### src/rtl/tas_pkg.sv
package tas_pkg;

   // Field widths of the channels.
   localparam int MILLI_W   = 18;
   localparam int DEG_W     = 9;
   localparam int CSR_IDX_W = 4;

   // Limit register file.
   localparam int LIMIT_COUNT = 8;
   localparam int LIMIT_IDX_W = 3;

   localparam logic [LIMIT_IDX_W-1:0] LIM_DIGITAL_WARN = 3'd0;
   localparam logic [LIMIT_IDX_W-1:0] LIM_DIGITAL_CRIT = 3'd1;
   localparam logic [LIMIT_IDX_W-1:0] LIM_RF_WARN      = 3'd2;
   localparam logic [LIMIT_IDX_W-1:0] LIM_RF_CRIT      = 3'd3;
   localparam logic [LIMIT_IDX_W-1:0] LIM_PA_WARN      = 3'd4;
   localparam logic [LIMIT_IDX_W-1:0] LIM_PA_CRIT      = 3'd5;
   localparam logic [LIMIT_IDX_W-1:0] LIM_BOARD_WARN   = 3'd6;
   localparam logic [LIMIT_IDX_W-1:0] LIM_BOARD_CRIT   = 3'd7;

   localparam logic [MILLI_W-1:0] MILLI_PER_DEG = 18'd1000;

   typedef logic [LIMIT_COUNT-1:0][DEG_W-1:0] limit_array_type;

   // Warning limits reset to 70 degrees, critical limits to 85 degrees.
   localparam limit_array_type LIMIT_RESET = {
      9'd85, 9'd70, 9'd85, 9'd70, 9'd85, 9'd70, 9'd85, 9'd70
   };

   typedef enum logic [1:0] {
      ST_NORMAL   = 2'd0,
      ST_HYST     = 2'd1,
      ST_WARNING  = 2'd2,
      ST_CRITICAL = 2'd3
   } thermal_state_type;

   typedef enum logic [1:0] {
      ACT_NONE     = 2'd0,
      ACT_NORMAL   = 2'd1,
      ACT_WARNING  = 2'd2,
      ACT_CRITICAL = 2'd3
   } action_kind_type;

   typedef enum logic [1:0] {
      ALERT_NONE     = 2'd0,
      ALERT_WARNING  = 2'd1,
      ALERT_CRITICAL = 2'd2
   } alert_kind_type;

   // One check request as held in the input register.
   typedef struct packed {
      logic [MILLI_W-1:0]      digital_millideg;
      logic                    digital_fail;
      logic [MILLI_W-1:0]      rf_millideg;
      logic                    rf_fail;
      logic                    aux_present;
      logic                    aux_fail;
      logic signed [DEG_W-1:0] pa_degrees;
      logic signed [DEG_W-1:0] board_degrees;
   } req_payload_type;

   // One result as held in the output register.
   typedef struct packed {
      thermal_state_type thermal_state;
      logic              state_changed;
      action_kind_type   action_kind;
      alert_kind_type    alert_kind;
   } rsp_payload_type;

   // Warning and critical conditions raised by one check.
   typedef struct packed {
      logic warn;
      logic crit;
   } cond_type;

   // True when the reading, truncated to whole degrees, lies strictly above the limit.
   // floor(m / 1000) > lim holds exactly when m >= (lim + 1) * 1000, and always
   // for a negative limit since the reading is never negative.
   function automatic logic above_milli(logic [MILLI_W-1:0] m,
                                        logic signed [DEG_W-1:0] lim);
      logic [DEG_W-1:0]   steps;
      logic [MILLI_W-1:0] thr;
      steps = lim + 9'd1;
      thr   = MILLI_W'({{(MILLI_W-DEG_W){1'b0}}, steps} * MILLI_PER_DEG);
      return lim[DEG_W-1] | (m >= thr);
   endfunction

endpackage

### src/rtl/tas_eval.sv
module tas_eval import tas_pkg::*; (
   input  req_payload_type req,
   input  limit_array_type limits,
   output cond_type        cond
);

   // Compare every reading against its limit pair; a failed read raises both conditions.
   always_comb begin
      cond = '0;

      if (req.digital_fail) begin
         cond.warn = 1'b1;
         cond.crit = 1'b1;
      end else begin
         cond.warn = cond.warn |
                     above_milli(req.digital_millideg, $signed(limits[LIM_DIGITAL_WARN]));
         cond.crit = cond.crit |
                     above_milli(req.digital_millideg, $signed(limits[LIM_DIGITAL_CRIT]));
      end

      if (req.rf_fail) begin
         cond.warn = 1'b1;
         cond.crit = 1'b1;
      end else begin
         cond.warn = cond.warn | above_milli(req.rf_millideg, $signed(limits[LIM_RF_WARN]));
         cond.crit = cond.crit | above_milli(req.rf_millideg, $signed(limits[LIM_RF_CRIT]));
      end

      // PA and board readings only count when present in this check.
      if (req.aux_present) begin
         if (req.aux_fail) begin
            cond.warn = 1'b1;
            cond.crit = 1'b1;
         end else begin
            cond.warn = cond.warn |
                        (req.pa_degrees > $signed(limits[LIM_PA_WARN])) |
                        (req.board_degrees > $signed(limits[LIM_BOARD_WARN]));
            cond.crit = cond.crit |
                        (req.pa_degrees > $signed(limits[LIM_PA_CRIT])) |
                        (req.board_degrees > $signed(limits[LIM_BOARD_CRIT]));
         end
      end
   end

endmodule

### config.mk
export PLATFORM = sky130hd
export DESIGN_NAME = tas_eval
export DESIGN_NICKNAME = d
export VERILOG_FILES = /design/src/rtl/tas_pkg.sv /design/src/rtl/tas_eval.sv
export SDC_FILE = /design/constraint.sdc
export NUM_CORES = 1
export LEC_CHECK = 0
export ABC_CLOCK_PERIOD_IN_PS = 8800
export BUFFER_PORTS_ARGS = -buffer_cell sky130_fd_sc_hd__buf_4
export CAP_MARGIN = 20
export CORE_MARGIN = 2
export CORE_UTILIZATION = 30
export DETAILED_ROUTE_END_ITERATION = 8
export PLACE_DENSITY = 0.55
export SLEW_MARGIN = 0
export SYNTH_ARGS = -nofsm -noshare
export SYNTH_HDL_FRONTEND = slang
export SYNTH_SLANG_ARGS = --single-unit
### constraint.sdc
create_clock -name vclk -period 8.8
set_clock_uncertainty 0.2 [all_clocks]
set_input_delay 0.88 -clock vclk [all_inputs]
set_output_delay 0.88 -clock vclk [all_outputs]
set_load 0.005 [all_outputs]
; ---- Word-level counts from Yosys, hierarchy flattened
; Index checks and enable logic that the tools add are counted.
[totals]
output_inout_bits = 2
inputBits = 130
reg_bits = 0
[op_classes]
addsub = 4
bitwise_logic = 10
n_lt_le_gt_ge = 8
multipliers = 4
muxes = 4
[op_table]
columns = cell, n
row1 = 18-bit greater-or-equal comparator, 4
row2 = 9-bit by 7-bit multiplier with 15-bit output (second input constant), 4
row3 = 9-bit by 1-bit adder with 9-bit output (second input constant), 4
row4 = 9-bit greater-than comparator, 4
row5 = 1-bit bitwise OR, 10
row6 = 2-bit 2-to-1 mux, 4

; ---- Depth between registers and ports, before layout
[logic_depth]
ltp_word = 11
depth_mapped = 25
ltp_nobuf = 25

; ---- Worst setup path after synthesis
; Ideal clock, no wire load.
[synth_timing]
kind = input to output
from = in limits[0] (netlist name)
to = out cond[1] (netlist name)
slack_ns = 1.552
arrival_time_ns = 6.168
stages = 24
path_buffers = 1
path_cell_list = clkbuf_1 > nand3_1 > xnor2_1 > inv_1 > fa_1 > fa_1 > inv_1 > fa_1 > inv_1 > fa_1 > inv_1 > ha_1 > o21ai_0 > a21oi_1 > o211a_1 > o41ai_2 > xnor2_1 > ha_1 > nand2_1 > and3_1 > o2111ai_1 > a311oi_1 > o211ai_1 > a311o_1
[synth_rtl]
columns = element, line_no
row1 = start: declaration, tas_eval.sv:3  ; input limit_array_type limits,
row2 = end: declaration, tas_eval.sv:4  ; output cond_type cond

==> run metrics <==
sequential cells 0; TNS Setup 0 ns; pwr dens ~320 mW/mm2; core area 0.0285 mm2; Synth top cells by count 236 x ha_1, 232 x inv_1, 88 x fa_1; number of global-route vias before repair slightly above 7000; post-synthesis sequential area ratio 0%; Least-Margin Pin Slew 0.938 ns; GRT overflow 0; Die Area a little over 0.03 mm2; Post-CTS Setup Bufs 0; area leader, netlist ha_1; Startpoint Class input pin; worst rel slew slack 37.0%; WL met1 around 10000 um; Final min period ~8 ns; critical path class input pin to output pin; number of port buffers approximately 130; RSZ-0062 raised after global routing no; P_leak 0.00534 uW; f_max ~120 MHz; ANT nets after route 0; yosys warns 0; post-layout net count roughly 1600; status finished clean; most common cell in the netlist ha_1; Post-Syn Nets roughly 1500; worst endpoint required time ~7.7 ns; Rows between 60 and 70; share of cells above drive strength 1 12.9%; synthesized area between 0.008 and 0.009 mm2; vias per inst between 4 and 5; peak supply drop about 0.15 mV; uppermost layer routed met4; Tot GR Track Use a little over an eighth; Hold Crit Class input pin to output pin; # DRC 0; Initial Util a little under a third; Final GP Congestion around 0.83; max-slew violations 0; Setup Viol. Count Final 0; Final Hold Vio Count 0; Worst Path Max Fanout 8; routed wl met3 679 um; detailed placement HPWL around 19000 um; MaxCap Viol Count 0; Die Y approximately 170 um; period utilization approximately 90%; top cells by area, synth ha_1 34%, fa_1 20%, inv_1 10%; via count 6997; Synth top area share around a third; # diodes 0; first-pass GRT wire length about 35000 um; Post-Route WL just over 20000 um; CLK BUF 0; I/O Pins 132; register area 0 um2; smallest hold slack just under 2 ns; Synth cell types 56; CP Capture Type output pin; die width 174 um; post-DR wirelength/cell roughly 13 um; Worst EP arrival between 6 and 7 ns; Syn-to-layout area delta 17.1%; PostCTS Resize Cnt 0; largest net degree at the start of global routing 10; initial antenna violation count 0; hold-fix buffer count after cts 0; routed wl met2 between 9000 and 10000 um; cell count after synthesis just over 1000; drt initial violations around 190; router iterations before antenna repair 4; synthesized area per cell 8.50 um2
## cell usage in the layout, fill, tap and decap left out, types with 6 or more instances in the layout
master    netlist  routed
a211o_1         7       7
a211oi_1       11      11
a21o_1          9       9
a21oi_1        39      39
buf_4           0     134
fa_1           88      88
ha_1          236     236
inv_1         232     232
nand2_1        31      31
nand2b_1       14      14
nand3_1        18      18
nand4_1        21      21
nor2_1         43      43
nor2b_1        14      14
nor3_1         16      16
nor4_1          6       6
o211ai_1       14      14
o21a_1          8       8
o21ai_0        37      37
or3_1           8       8
xnor2_1        63      63
xor2_1         39      39
## per-stage QoR
step	utilization [%]	worst slack [ns]	total power, uW	std cells	instance area, um2
global route	35.5	0.318	3820	1535	10100
floorplan	-	1.55	2560	1019	8660
global placement	35.5	0.737	3220	1535	10100
finish	35.5	0.767	3250	1535	10100
CTS	35.5	0.627	3300	1535	10100
detailed placement	35.5	0.679	3270	1535	10100
## per-layer routing
layer / GRT usage (%) / up-vias
met5: 0 / -
met2: 24.2 / 116
li1: - / 3685
met3: 0.570 / 8
met4: 0.665 / 0
met1: 19.6 / 3188
## critical path, cell delays in order
cell,delay (ns)
buf_4,0.15
ha_1,0.27
nand4_1,0.13
xor2_1,0.48
inv_1,0.23
ha_1,0.34
inv_1,0.05
fa_1,0.53
inv_1,0.06
fa_1,0.50
inv_1,0.06
fa_1,0.50
inv_1,0.04
ha_1,0.21
or3_1,0.38
o211a_1,0.25
o41ai_2,0.23
xnor2_1,0.16
ha_1,0.26
nand2_1,0.06
and3_1,0.14
o2111ai_1,0.13
a311oi_1,0.28
o211ai_1,0.17
a311o_1,0.30
buf_4,0.15
## worst paths after layout
check	slack [ns]	endpoint	start	cells after the start
hold / removal	1.92	cond[0]	req[18]	4
setup / recovery	0.77	cond[1]	limits[0]	26
## cell families (layout without fill, tap and decap cells)
kind of cell	after synthesis	count (layout)	synth area share, %
buffers and inverters	234	366	10.1
and+or+nand+nor	192	192	11.5
adders and majority gates	325	325	54.6
muxes	3	3	0.347
xor gates and xnor gates	107	107	11.3
AOI/OAI and AO/OA	158	158	12.2
## layout make-up
cell class                 instances  area [um2]
inverter                         232         871
fill                            3021       18400
timing repair buffer             134        1010
multi-input combinational        785        7780
tap                              384         480
## where the power goes
group / internal, uW / switching [uW] / total, uW / leakage (uW)
clock: 0 / 0 / 0 / 0
sequential: 0 / 0 / 0 / 0
combinational: 1490 / 1760 / 3250 / 0.00534
total: 1490 / 1760 / 3250 / 0.00534
No activity file was read; power rests on OpenSTA's default activity.
